**src/hdl/thick_line_quad_expander_assert.svh**
```systemverilog
// Assertion macros for the thick line quad expander.
`ifndef THICK_LINE_QUAD_EXPANDER_ASSERT_SVH
`define THICK_LINE_QUAD_EXPANDER_ASSERT_SVH

// Same-cycle implication, checked on every clock edge outside reset.
`define TLQE_ASSERT_NOW(label, ante, cons) \
   label: assert property (@(posedge clock) disable iff (reset) (ante) |-> (cons)) \
      else $error("tlqe assertion failed");

// Next-cycle implication.
`define TLQE_ASSERT_NEXT(label, ante, cons) \
   label: assert property (@(posedge clock) disable iff (reset) (ante) |=> (cons)) \
      else $error("tlqe assertion failed");

`endif

```
**src/hdl/tlqe_pkg.sv**
```systemverilog
// Types, constants and helpers shared by the thick line quad expander.
package tlqe_pkg;

   localparam int COORD_W  = 20;
   localparam int DELTA_W  = COORD_W + 1;
   localparam int WIDTH_W  = 12;
   localparam int COLOR_W  = 8;
   localparam int SQ_W     = 2 * COORD_W;
   localparam int PROD_W   = COORD_W + WIDTH_W;
   localparam int WSCALE   = 7;
   localparam int NUM_W    = PROD_W + WSCALE;
   localparam int FRAC_SH  = 16;
   localparam int NSQ      = 29;
   localparam int RAD_W    = 2 * NSQ;
   localparam int ROOT_W   = NSQ;
   localparam int REM_W    = ROOT_W + 2;
   localparam int Q_W      = 12;
   localparam int NDIV     = Q_W;
   localparam int DREM_W   = NUM_W + 1;
   localparam int NRM_W    = Q_W + 1;
   localparam int Q_DEPTH  = 4;
   localparam int QPTR_W   = $clog2(Q_DEPTH);
   localparam int QCNT_W   = QPTR_W + 1;

   typedef struct packed {
      logic signed [COORD_W-1:0] x1;
      logic signed [COORD_W-1:0] y1;
      logic signed [COORD_W-1:0] x2;
      logic signed [COORD_W-1:0] y2;
      logic [COLOR_W-1:0]        red;
      logic [COLOR_W-1:0]        green;
      logic [COLOR_W-1:0]        blue;
      logic [COLOR_W-1:0]        alpha;
   } geom_type;

   // One queued segment: squares of the deltas, scaled normal numerators, signs.
   typedef struct packed {
      geom_type          geom;
      logic [SQ_W-1:0]   sqx;
      logic [SQ_W-1:0]   sqy;
      logic [NUM_W-1:0]  numx;
      logic [NUM_W-1:0]  numy;
      logic              negx;
      logic              negy;
   } job_type;

   typedef struct packed {
      logic full;
      logic empty;
   } qstat_type;

   function automatic logic signed [COORD_W-1:0] sat_coord(input logic signed [DELTA_W-1:0] v);
      logic signed [COORD_W-1:0] r;
      if (v[DELTA_W-1] != v[DELTA_W-2]) begin
         r = v[DELTA_W-1] ? {1'b1, {(COORD_W-1){1'b0}}} : {1'b0, {(COORD_W-1){1'b1}}};
      end else begin
         r = v[COORD_W-1:0];
      end
      return r;
   endfunction

endpackage

```
**src/hdl/tlqe_queue.sv**
```systemverilog
// Short queue between the front and back ends.
module tlqe_queue (
   input  logic                clock,
   input  logic                reset,
   input  logic                push,
   input  tlqe_pkg::job_type   wr_job,
   input  logic                pop,
   output tlqe_pkg::job_type   head,
   output tlqe_pkg::qstat_type qstat
);
   import tlqe_pkg::*;

   job_type            q_ff [Q_DEPTH];
   logic [QPTR_W-1:0]  wr_ptr_ff;
   logic [QPTR_W-1:0]  rd_ptr_ff;
   logic [QCNT_W-1:0]  cnt_ff;

   assign head        = q_ff[rd_ptr_ff];
   assign qstat.full  = (cnt_ff == QCNT_W'(Q_DEPTH));
   assign qstat.empty = (cnt_ff == '0);

   always_ff @(posedge clock) begin
      if (reset) begin
         wr_ptr_ff <= '0;
         rd_ptr_ff <= '0;
         cnt_ff    <= '0;
      end else begin
         if (push) wr_ptr_ff <= wr_ptr_ff + 1'b1;
         if (pop)  rd_ptr_ff <= rd_ptr_ff + 1'b1;
         if (push && !pop)      cnt_ff <= cnt_ff + 1'b1;
         else if (pop && !push) cnt_ff <= cnt_ff - 1'b1;
      end
   end

   always_ff @(posedge clock) begin
      if (push) q_ff[wr_ptr_ff] <= wr_job;
   end

endmodule

```
**config.mk**
```make
export PLATFORM = sky130hd
export DESIGN_NAME = tlqe_queue
export DESIGN_NICKNAME = d
export VERILOG_FILES = /design/src/hdl/thick_line_quad_expander_assert.svh /design/src/hdl/tlqe_pkg.sv /design/src/hdl/tlqe_queue.sv
export SDC_FILE = /design/constraint.sdc
export NUM_CORES = 1
export LEC_CHECK = 0
export ABC_AREA = 0
export ABC_CLOCK_PERIOD_IN_PS = 10450
export BUFFER_PORTS_ARGS = -buffer_cell sky130_fd_sc_hd__buf_2
export CORE_AREA = 10 10 290 292
export DETAILED_ROUTE_END_ITERATION = 8
export DIE_AREA = 0 0 300 302
export PLACE_DENSITY = 0.7
export SYNTH_ARGS = -nofsm -noshare
export SYNTH_HDL_FRONTEND = slang
export SYNTH_SLANG_ARGS = --single-unit
```
**constraint.sdc**
```tcl
create_clock -name clock -period 10.45 [get_ports clock]
set_clock_uncertainty 0.2 [all_clocks]
set_input_delay 1.5675 -clock clock [delete_from_list [all_inputs] [get_ports clock]]
set_output_delay 1.5675 -clock clock [all_outputs]
set_load 0.02 [all_outputs]
```
==> summary.txt <==
======================================================================================
Run status                                                                complete, no violations
Gate power share                                                                 0.104
Synth async-reset ratio                                                              0
Drt via density                                                                   5.51
Number of storage elements in the synthesis netlist                               1097
Global-route total usage across every layer                                      0.182
Total of max-cap violations                                                          0
Initial cell density of the core                                                 0.505
WS Path Type                                                              flop to output pin
Largest cells by area after synthesis                                     sky130_fd_sc_hd__edfxtp_1 (83%), sky130_fd_sc_hd__mux4_2 (15%), sky130_fd_sc_hd__dfxtp_1 (0.46%)
Worst slew margin relative to its limit                                          0.220
Synth Net Count                                                                   1746
Kind of launch point of the worst setup path                                      flop
Worst-case setup slack after placement                                         5.60 ns
Number of CTS-inserted buffers                                                     106
Number of cell rows                                                                103
Worst Setup End Kind                                                        output pin
Detailed-router iteration count before antenna repair                                5
Hold Vio Cnt, Final                                                                  0
Horizontal extent of the die                                                    300 um
Termination of the worst setup path                                          head[232]
Area of the mapped netlist                                                   39600 um2
Crit-path max FO                                                                    57
Routed wire length                                                             83.7 mm
Internal power contribution                                                    7.64 mW
Number of cells produced by synthesis                                             1464
Leakage component of the power                                                 15.7 nW
Synth unique cells                                                                  21
H-Tree Level Count                                                                   3
DIE HEIGHT                                                                      302 um
Final-report max-slew violation count                                                0
Worst Hold Class                                                          flop to flop
Clock power frac                                                                 0.378
Cell type with the largest total area after synthesis                     sky130_fd_sc_hd__edfxtp_1
Core box area                                                                78400 um2
Sw Pwr                                                                         2.25 mW
Number of gates given a new drive strength after cts                                 0
Post-synth top flop                                                       sky130_fd_sc_hd__edfxtp_1
Die area                                                                     90600 um2
End of the worst register-to-register path                                q_ff[0][86]$_DFFE_PP_
RSZ-0062 raised after global routing                                             false
Clock net sink count                                                              1097
Bufs on Longest Clock Path                                                           3
Clock Root Buffer                                                         sky130_fd_sc_hd__clkbuf_16
Weighted congestion reported at the end of routability-driven placement          0.754
Clock Latency Late Sink                                                        0.64 ns
Post CTS Setup Buffer Count                                                          0
Number of antenna violations at the first check in global routing                   37
Top cell types by occurrence after synthesis                              sky130_fd_sc_hd__edfxtp_1 (1088), sky130_fd_sc_hd__mux4_2 (272), sky130_fd_sc_hd__buf_2 (32)
Reg clk slew, reported paths                                                   0.06 ns
Start of the worst register-to-register path                              wr_ptr_ff[0]$_SDFFE_PP0P_
Setup-violating endpoint count in the final report                                   0
Antenna-violating nets left                                                          0
Post-layout net count                                                             2364
Global-route wire length before repair                                          123 mm
Total overflow reported by the global router                                         0
Maximum VDD drop                                                              0.170 mV
Fraction of final layout cells sized beyond drive strength 1                     0.459
Synth-to-Final Area Change                                                       18.9%
Depth of the worst register-to-register path                                         5
Number of buffer cells added on primary ports                                      549
CTS Hold Bufs                                                                        0
Part of the cycle the worst path needs                                           0.511
Detailed Route Iter0 Violations                                                   1323
Vias in the first global route                                                   19000
Number of synthesized flops with an enable pin                                    1088
Power density over the cells                                                210 nW/um2
Required time reported for the critical path endpoint                          8.68 ns
Clock tree from TritonCTS                                                        built
Worst endpoint data arrival time                                               3.57 ns
Achievable frequency                                                           187 MHz
WL/cell                                                                        25.8 um
Clock period minus worst slack                                                 5.34 ns
Final-layout setup total negative slack                                           0 ns
Final HPWL DP                                                                  52.7 mm
Largest net degree at the start of global routing                                  146
PnR worst setup slack                                                          5.11 ns
Detailed-route DRC error count                                                       0
Transition at the pin with the smallest max-transition slack                   1.17 ns
Most frequent cell after synthesis                                        sky130_fd_sc_hd__edfxtp_1
Detailed-route via count                                                         17900
Part of the total power dissipated in sequential elements                        0.518
Launch point of the worst hold path                                       cnt_ff[2]$_SDFFE_PP0P_
Worst-case register-to-register setup slack                                    6.90 ns
Switching Fraction                                                               0.227
Sequential fraction of the synthesis area                                        0.830
Syn Area/Cell                                                                 27.0 um2
Area share of the leading cell type in the synthesized netlist                   0.826
Count of boundary I/O pins                                                         550
Total number of yosys warnings                                                       0
======================================================================================
[layer usage]
layer,vias up,global-route usage,wire [um]
met5,-,0,285
met4,40,0.0441,1450
li1,7646,-,-
met3,131,0.0751,9350
met2,685,0.294,41900
met1,9371,0.228,30700
[through the flow]
stage / area (um2) / std cells / power [mW] / hold WS, ns / util
2_1_floorplan: 39600 / 1464 / 5.90 / 0.266 / -
3_3_place_gp: 43500 / 3024 / 6.25 / 0.281 / 0.555
3_5_place_dp: 43500 / 3024 / 6.28 / 0.302 / 0.555
4_1_cts: 47000 / 3219 / 10.0 / 0.306 / 0.600
5_1_grt: 47000 / 3226 / 10.3 / 0.350 / 0.600
6_report: 47100 / 3243 / 9.89 / 0.308 / 0.600
[power by group through the flow]
stage | Combinational (mW) | Sequential (mW) | Clock, mW
after floorplan | 0.664 | 5.24 | 0
after detailed placement | 1.06 | 5.22 | 0
final | 1.03 | 5.13 | 3.74
after global placement | 1.05 | 5.20 | 0
after global routing | 1.11 | 5.14 | 4.01
after CTS | 1.06 | 5.13 | 3.82
[sequential cells by signal, summed over array words and instances (netlist names), named ones only]
signal and cells:
rd_ptr_ff 2, cnt_ff 3, q_ff 1088, wr_ptr_ff 2
[worst max-delay path, cell delays in order, from the launching register on]
cell and delay [ns]:
sky130_fd_sc_hd__dfxtp_4 0.92, sky130_fd_sc_hd__buf_4 0.62, sky130_fd_sc_hd__buf_4 0.65, sky130_fd_sc_hd__mux4_2 0.45, sky130_fd_sc_hd__buf_2 0.19
[layout by cell type, fill, tap and decap left out, drive strengths merged]
cell type  instances
buf              571
clkbuf           128
nor2               7
nor3               1
clkinvlp           4
diode             24
mux2i              2
and2               4
fa                 1
clkinv            51
edfxtp          1088
xor2               3
mux4             272
ha                 5
xnor2              2
o21ai              1
nand2              1
inv                5
nor3b              1
or3                1
a21oi              1
dfxtp              9
bufinv            11
[layout make-up]
cell class              count  area [um2]
clock buffers             128        2800
inverters                   4        15.0
multi-input cells         302        6370
well taps                1050        1310
repair buffers            571        2950
diodes                     24        60.1
clock inverters            67         688
flip-flops and latches   1097       32900
fillers                  5488       31300
[worst min path at each step]
| stage | to | slack, ns | cells after the start |
|---|---|---|---|
| after CTS | cnt_ff[2]$_SDFFE_PP0P_ | 0.31 | 2 |
| after detailed placement | cnt_ff[2]$_SDFFE_PP0P_ | 0.30 | 2 |
| after global routing | cnt_ff[2]$_SDFFE_PP0P_ | 0.35 | 2 |
| final | cnt_ff[2]$_SDFFE_PP0P_ | 0.31 | 2 |
| after global placement | cnt_ff[2]$_SDFFE_PP0P_ | 0.28 | 2 |
| after floorplan | cnt_ff[2]$_SDFFE_PP0P_ | 0.27 | 2 |
[cell families after synthesis]
| logic type | count (synthesis) | synth area share |
|---|---|---|
| buffers and inverters | 65 | 0.00889 |
| xor gates and xnor gates | 5 | 0.00111 |
| and+or+nand+nor | 15 | 0.00187 |
| muxes | 274 | 0.155 |
| adders and majority gates | 6 | 0.00209 |
| DFF | 1097 | 0.830 |
| AOI/OAI and AO/OA | 2 | 0.000253 |
No activity file was read; power rests on OpenSTA's default activity.
