[src/hdl/thick_line_quad_expander_assert.svh]
// Assertion macros for the thick line quad expander.
`ifndef THICK_LINE_QUAD_EXPANDER_ASSERT_SVH
`define THICK_LINE_QUAD_EXPANDER_ASSERT_SVH

// Same-cycle implication, checked on every clock edge outside reset.
`define TLQE_ASSERT_NOW(label, ante, cons) \
   label: assert property (@(posedge clock) disable iff (reset) (ante) |-> (cons)) \
      else $error("tlqe assertion failed");

// Next-cycle implication.
`define TLQE_ASSERT_NEXT(label, ante, cons) \
   label: assert property (@(posedge clock) disable iff (reset) (ante) |=> (cons)) \
      else $error("tlqe assertion failed");

`endif

[src/hdl/tlqe_pkg.sv]
// Types, constants and helpers shared by the thick line quad expander.
package tlqe_pkg;

   localparam int COORD_W  = 20;
   localparam int DELTA_W  = COORD_W + 1;
   localparam int WIDTH_W  = 12;
   localparam int COLOR_W  = 8;
   localparam int SQ_W     = 2 * COORD_W;
   localparam int PROD_W   = COORD_W + WIDTH_W;
   localparam int WSCALE   = 7;
   localparam int NUM_W    = PROD_W + WSCALE;
   localparam int FRAC_SH  = 16;
   localparam int NSQ      = 29;
   localparam int RAD_W    = 2 * NSQ;
   localparam int ROOT_W   = NSQ;
   localparam int REM_W    = ROOT_W + 2;
   localparam int Q_W      = 12;
   localparam int NDIV     = Q_W;
   localparam int DREM_W   = NUM_W + 1;
   localparam int NRM_W    = Q_W + 1;
   localparam int Q_DEPTH  = 4;
   localparam int QPTR_W   = $clog2(Q_DEPTH);
   localparam int QCNT_W   = QPTR_W + 1;

   typedef struct packed {
      logic signed [COORD_W-1:0] x1;
      logic signed [COORD_W-1:0] y1;
      logic signed [COORD_W-1:0] x2;
      logic signed [COORD_W-1:0] y2;
      logic [COLOR_W-1:0]        red;
      logic [COLOR_W-1:0]        green;
      logic [COLOR_W-1:0]        blue;
      logic [COLOR_W-1:0]        alpha;
   } geom_type;

   // One queued segment: squares of the deltas, scaled normal numerators, signs.
   typedef struct packed {
      geom_type          geom;
      logic [SQ_W-1:0]   sqx;
      logic [SQ_W-1:0]   sqy;
      logic [NUM_W-1:0]  numx;
      logic [NUM_W-1:0]  numy;
      logic              negx;
      logic              negy;
   } job_type;

   typedef struct packed {
      logic full;
      logic empty;
   } qstat_type;

   function automatic logic signed [COORD_W-1:0] sat_coord(input logic signed [DELTA_W-1:0] v);
      logic signed [COORD_W-1:0] r;
      if (v[DELTA_W-1] != v[DELTA_W-2]) begin
         r = v[DELTA_W-1] ? {1'b1, {(COORD_W-1){1'b0}}} : {1'b0, {(COORD_W-1){1'b1}}};
      end else begin
         r = v[COORD_W-1:0];
      end
      return r;
   endfunction

endpackage

[src/hdl/tlqe_front.sv]
// Front end: takes segments, forms deltas, squares and numerators, drops zero-length ones.
module tlqe_front (
   input  logic                               clock,
   input  logic                               reset,
   input  logic                               req_valid,
   output logic                               req_stall,
   input  logic signed [tlqe_pkg::COORD_W-1:0] req_start_x,
   input  logic signed [tlqe_pkg::COORD_W-1:0] req_start_y,
   input  logic signed [tlqe_pkg::COORD_W-1:0] req_end_x,
   input  logic signed [tlqe_pkg::COORD_W-1:0] req_end_y,
   input  logic [tlqe_pkg::WIDTH_W-1:0]        req_line_width,
   input  logic [tlqe_pkg::COLOR_W-1:0]        req_red,
   input  logic [tlqe_pkg::COLOR_W-1:0]        req_green,
   input  logic [tlqe_pkg::COLOR_W-1:0]        req_blue,
   input  logic [tlqe_pkg::COLOR_W-1:0]        req_alpha,
   input  tlqe_pkg::qstat_type                 qstat,
   output logic                               push,
   output tlqe_pkg::job_type                   job
);
   import tlqe_pkg::*;

   logic                        en;
   logic                        f1_valid_ff;
   geom_type                    f1_geom_ff;
   logic signed [DELTA_W-1:0]   f1_dx_ff;
   logic signed [DELTA_W-1:0]   f1_dy_ff;
   logic [WIDTH_W-1:0]          f1_w_ff;
   logic signed [DELTA_W-1:0]   dx_in;
   logic signed [DELTA_W-1:0]   dy_in;
   logic [COORD_W-1:0]          adx;
   logic [COORD_W-1:0]          ady;
   logic [PROD_W-1:0]           prodx;
   logic [PROD_W-1:0]           prody;
   logic                        keep;
   job_type                     job_in;
   logic                        f2_valid_ff;
   job_type                     f2_job_ff;

   // Moves whenever the last stage is empty or has room in the queue.
   assign en        = !(f2_valid_ff && qstat.full);
   assign req_stall = !en;
   assign push      = f2_valid_ff && !qstat.full;
   assign job       = f2_job_ff;

   assign dx_in = {req_end_x[COORD_W-1], req_end_x} - {req_start_x[COORD_W-1], req_start_x};
   assign dy_in = {req_end_y[COORD_W-1], req_end_y} - {req_start_y[COORD_W-1], req_start_y};

   always_ff @(posedge clock) begin
      if (reset) begin
         f1_valid_ff <= 1'b0;
         f2_valid_ff <= 1'b0;
      end else if (en) begin
         f1_valid_ff <= req_valid;
         f2_valid_ff <= f1_valid_ff && keep;
      end
   end

   always_ff @(posedge clock) begin
      if (en) begin
         f1_geom_ff <= '{x1: req_start_x, y1: req_start_y, x2: req_end_x, y2: req_end_y,
                         red: req_red, green: req_green, blue: req_blue, alpha: req_alpha};
         f1_dx_ff   <= dx_in;
         f1_dy_ff   <= dy_in;
         f1_w_ff    <= req_line_width;
         f2_job_ff  <= job_in;
      end
   end

   always_comb begin
      adx    = f1_dx_ff[DELTA_W-1] ? COORD_W'(-f1_dx_ff) : f1_dx_ff[COORD_W-1:0];
      ady    = f1_dy_ff[DELTA_W-1] ? COORD_W'(-f1_dy_ff) : f1_dy_ff[COORD_W-1:0];
      prodx  = PROD_W'(ady) * PROD_W'(f1_w_ff);
      prody  = PROD_W'(adx) * PROD_W'(f1_w_ff);
      keep   = (f1_dx_ff != '0) || (f1_dy_ff != '0);
      job_in.geom = f1_geom_ff;
      job_in.sqx  = SQ_W'(adx) * SQ_W'(adx);
      job_in.sqy  = SQ_W'(ady) * SQ_W'(ady);
      job_in.numx = {prodx, {WSCALE{1'b0}}};
      job_in.numy = {prody, {WSCALE{1'b0}}};
      // nx has the sign of -dy, ny the sign of dx
      job_in.negx = !f1_dy_ff[DELTA_W-1] && (f1_dy_ff != '0);
      job_in.negy = f1_dx_ff[DELTA_W-1];
   end

endmodule

[config.mk]
export PLATFORM = sky130hd
export DESIGN_NAME = tlqe_front
export DESIGN_NICKNAME = d
export VERILOG_FILES = /design/src/hdl/thick_line_quad_expander_assert.svh /design/src/hdl/tlqe_pkg.sv /design/src/hdl/tlqe_front.sv
export SDC_FILE = /design/constraint.sdc
export NUM_CORES = 2
export LEC_CHECK = 0
export BUFFER_PORTS_ARGS = -buffer_cell sky130_fd_sc_hd__buf_2
export CORE_UTILIZATION = 53
export CTS_CLUSTER_DIAMETER = 200
export DETAILED_ROUTE_END_ITERATION = 10
export PLACE_DENSITY = 0.76
export SLEW_MARGIN = 40
export SYNTH_ARGS = -nofsm -noshare
export SYNTH_HDL_FRONTEND = slang
export SYNTH_SLANG_ARGS = --single-unit
[constraint.sdc]
create_clock -name clock -period 29.1 [get_ports clock]
set_input_delay 2.91 -clock clock [delete_from_list [all_inputs] [get_ports clock]]
set_output_delay 2.91 -clock clock [all_outputs]
set_load 0.02 [all_outputs]
==> impl_results.md <==
* Vias in the first global route at 39100
* Global-route usage over all layers at 24.7%
* Largest net degree at the start of global routing at 176
* Fin. Hold Viols at 0
* Post-route DRC at 0
* WP data required at 29.48 ns
* RSZ-0062 raised after global routing: false
* Ports at 403
* Max-cap violations at 0
* Vias at 36700
* Tcrit/Tclk final at 35.0%
* Routed wire length at 120000 um
* Clock skew at 0.0310 ns
* Mapped cell area at 52900 um2
* #FFs+latches synth at 424
* Slowest-stage cell, CP: a2111oi_0
* Syn-to-layout area delta at 9.89%
* Register area share after synthesis at 24.0%
* Nets at 7017
* Fillers at 8148
* Port Buf Inserts at 385
* Starting Density at 53.6%
* Die width at 318 um
* CTS Buf Count at 46
* Worst path max stage delay at 0.63 ns
* Fmax at 98.0 MHz
* Total clock sinks at 424
* H-tree levels at 2
* Syn Area/Cell at 10.3 um2
* Post-synth ARST share at 0%
* Fin crit period at 10.20 ns
* Post-DRT Antenna Nets at 0
* Clock root buffer: clkbuf_16
* Initial antenna violation count at 4
* Post-route setup TNS at 0 ns
* Gpl congestion at 0.931
* First-pass GRT wire length at 199000 um
* Worst-Margin Slew at 0.848 ns
* Startpoint types: flop
* HP Class: flop to flop
* Core Rows at 115
* Layout cells sized above 1 at 10.7%
* Crit Path Max Fanout at 27
* Max-slew violations at 0
* Die ar. at 101000 um2
* Reg clk slew, reported paths at 0.06 ns
* Synth cell types at 78
* First-pass DRT Iterations at 6
* Max clock buf depth at 3
* Post-CTS Setup Bufs at 0
* TritonCTS clock tree: done
* Critical path class: flop to flop
* Critical Path Most Common Cell: fa_1
* Std-Cell Core Area at 98700 um2
* Ys Warns at 0
* EDFF count, synth at 422
* Critical path arrival at 10.58 ns
* Routed wire per std cell at 17.6 um
* Worst-skew pair later-pin latency at 0.63 ns
* DP HPWL at 93900 um
* Final setup violation count at 0
* Detailed Route Iter0 Violations at 2533
* Post-cts gate resize count at 0
* Chip height at 318 um
* Status: finished, final reports clean
* Cells after synthesis at 5161
* Hold Buf Count CTS at 0
* Worst slew margin at 43.4%
* Ys flop type: edfxtp_1
* DR vias/cell at 5.38
* Gr ovfl total at 0
* Crit end category: flop
==> per-stage QoR <==
| stage | hold WS, ns | cells | instance area, um2 | utilization [%] | setup WS, ns |
|---|---|---|---|---|---|
| floorplan | 0.400 | 5176 | 53000 | - | 12.60 |
| global placement | 0.400 | 6728 | 56500 | 57.2 | 19.10 |
| detailed placement | 0.405 | 6731 | 56600 | 57.3 | 19.00 |
| CTS | 0.417 | 6816 | 58100 | 58.9 | 18.98 |
| global route | 0.422 | 6819 | 58200 | 58.9 | 18.29 |
| finish | 0.416 | 6819 | 58200 | 58.9 | 18.90 |
==> placed cells by master (no fill, tap or decap), types with 9 or more instances in the layout <==
cell type / Yosys / layout
and3_1: 20 / 20
or3_1: 11 / 11
o21a_1: 16 / 16
nand3_1: 27 / 27
conb_1: 1 / 16
nor2b_1: 30 / 30
o21bai_1: 18 / 18
a21oi_1: 133 / 133
nand2b_1: 25 / 25
a211oi_1: 27 / 27
a31oi_1: 17 / 17
xnor2_2: 3 / 13
edfxtp_1: 422 / 422
buf_4: 16 / 62
buf_2: 7 / 385
nor2_1: 281 / 281
fa_1: 925 / 925
a21o_1: 76 / 76
xnor2_1: 132 / 117
xor2_1: 68 / 63
and2_1: 139 / 139
o21ai_0: 96 / 95
clkbuf_16: 0 / 47
nor3_1: 38 / 38
o31ai_1: 13 / 13
inv_1: 1200 / 1197
clkinv_2: 0 / 9
ha_1: 469 / 469
nand2_1: 648 / 647
clkinv_1: 6 / 13
nand4_1: 13 / 13
==> area by class of cell <==
| class | instances | area [um2] | share of cell area (%) |
|---|---|---|---|
| clock buffer | 52 | 1190 | 2.05 |
| sequential | 424 | 12700 | 21.9 |
| clock inverter | 33 | 335 | 0.576 |
| antenna | 1 | 2.50 | 0.00430 |
| multi-input combinational | 3357 | 35200 | 60.6 |
| inverter | 1211 | 4550 | 7.81 |
| tap | 1287 | 1610 | 2.77 |
| timing repair buffer | 454 | 2520 | 4.33 |
==> cells in the mapped netlist (8+ instances only) <==
master	instances	share of area, %
a211oi_1	27	0.38
o21a_1	16	0.23
nand2_1	648	4.6
nor3_1	38	0.36
inv_1	1200	8.5
o31ai_1	13	0.18
a31oi_1	17	0.20
nand2b_1	25	0.30
fa_1	925	35
nor2_1	281	2.0
nand3_1	27	0.26
buf_4	16	0.23
clkbuf_1	154	1.1
xor2_1	68	1.1
and2_1	139	1.6
a21oi_1	133	1.3
o21bai_1	18	0.26
a21boi_0	8	0.11
ha_1	469	11
nor2b_1	30	0.35
a21o_1	76	1.1
xnor2_1	132	2.2
o21ai_0	96	0.91
nand4_1	13	0.15
or3_1	11	0.13
edfxtp_1	422	24
and3_1	20	0.24
==> metal layers <==
layer  GRT usage [%]  up-vias  wire [um]
li1                -    16600          -
met1            33.3    18500      50300
met2            40.7     1329      57100
met3            4.86      227       9780
met4            6.84        6       3150
met5               0        -         37
==> sequential cells by signal, indices dropped and copies added (netlist names) <==
register,cells
job,256
f1_w_ff,12
f1_valid_ff,1
f1_geom_ff,112
f1_dy_ff,21
f2_valid_ff,1
f1_dx_ff,21
==> path summary, 6_finish.rpt <==
path	start	end	slack, ns	cells after the start
max	f1_dy_ff[0]$_DFFE_PN_	job[115]$_DFFE_PN_	18.90	31
min	f1_geom_ff[40]$_DFFE_PN_	job[200]$_DFFE_PN_	0.42	0
max reg2reg	f1_dy_ff[0]$_DFFE_PN_	job[115]$_DFFE_PN_	18.90	31
min reg2reg	f1_geom_ff[40]$_DFFE_PN_	job[200]$_DFFE_PN_	0.42	0
==> kinds of logic after synthesis <==
logic type	after synthesis	share of synthesized area (%)
mux	7	0.139
flops	424	24.0
buf+inv	1395	10.0
simple gates	1264	10.5
compound gates	471	5.76
fa+ha+maj	1394	46.1
other cells	1	0.00708
xor+xnor	205	3.48
==> critical path, delay by kind of cell (launching register included) <==
| kind | cells | cell delay [ns] |
|---|---|---|
| adders and majority gates | 9 | 4.07 |
| AOI/OAI and AO/OA | 7 | 2.23 |
| buffers and inverters | 8 | 1.80 |
| and+or+nand+nor | 5 | 1.16 |
| DFF | 1 | 0.35 |
| xor gates and xnor gates | 2 | 0.30 |
Power is not shown: default switching activity piles up to over one toggle a cycle in this logic, so the estimate is an artifact.
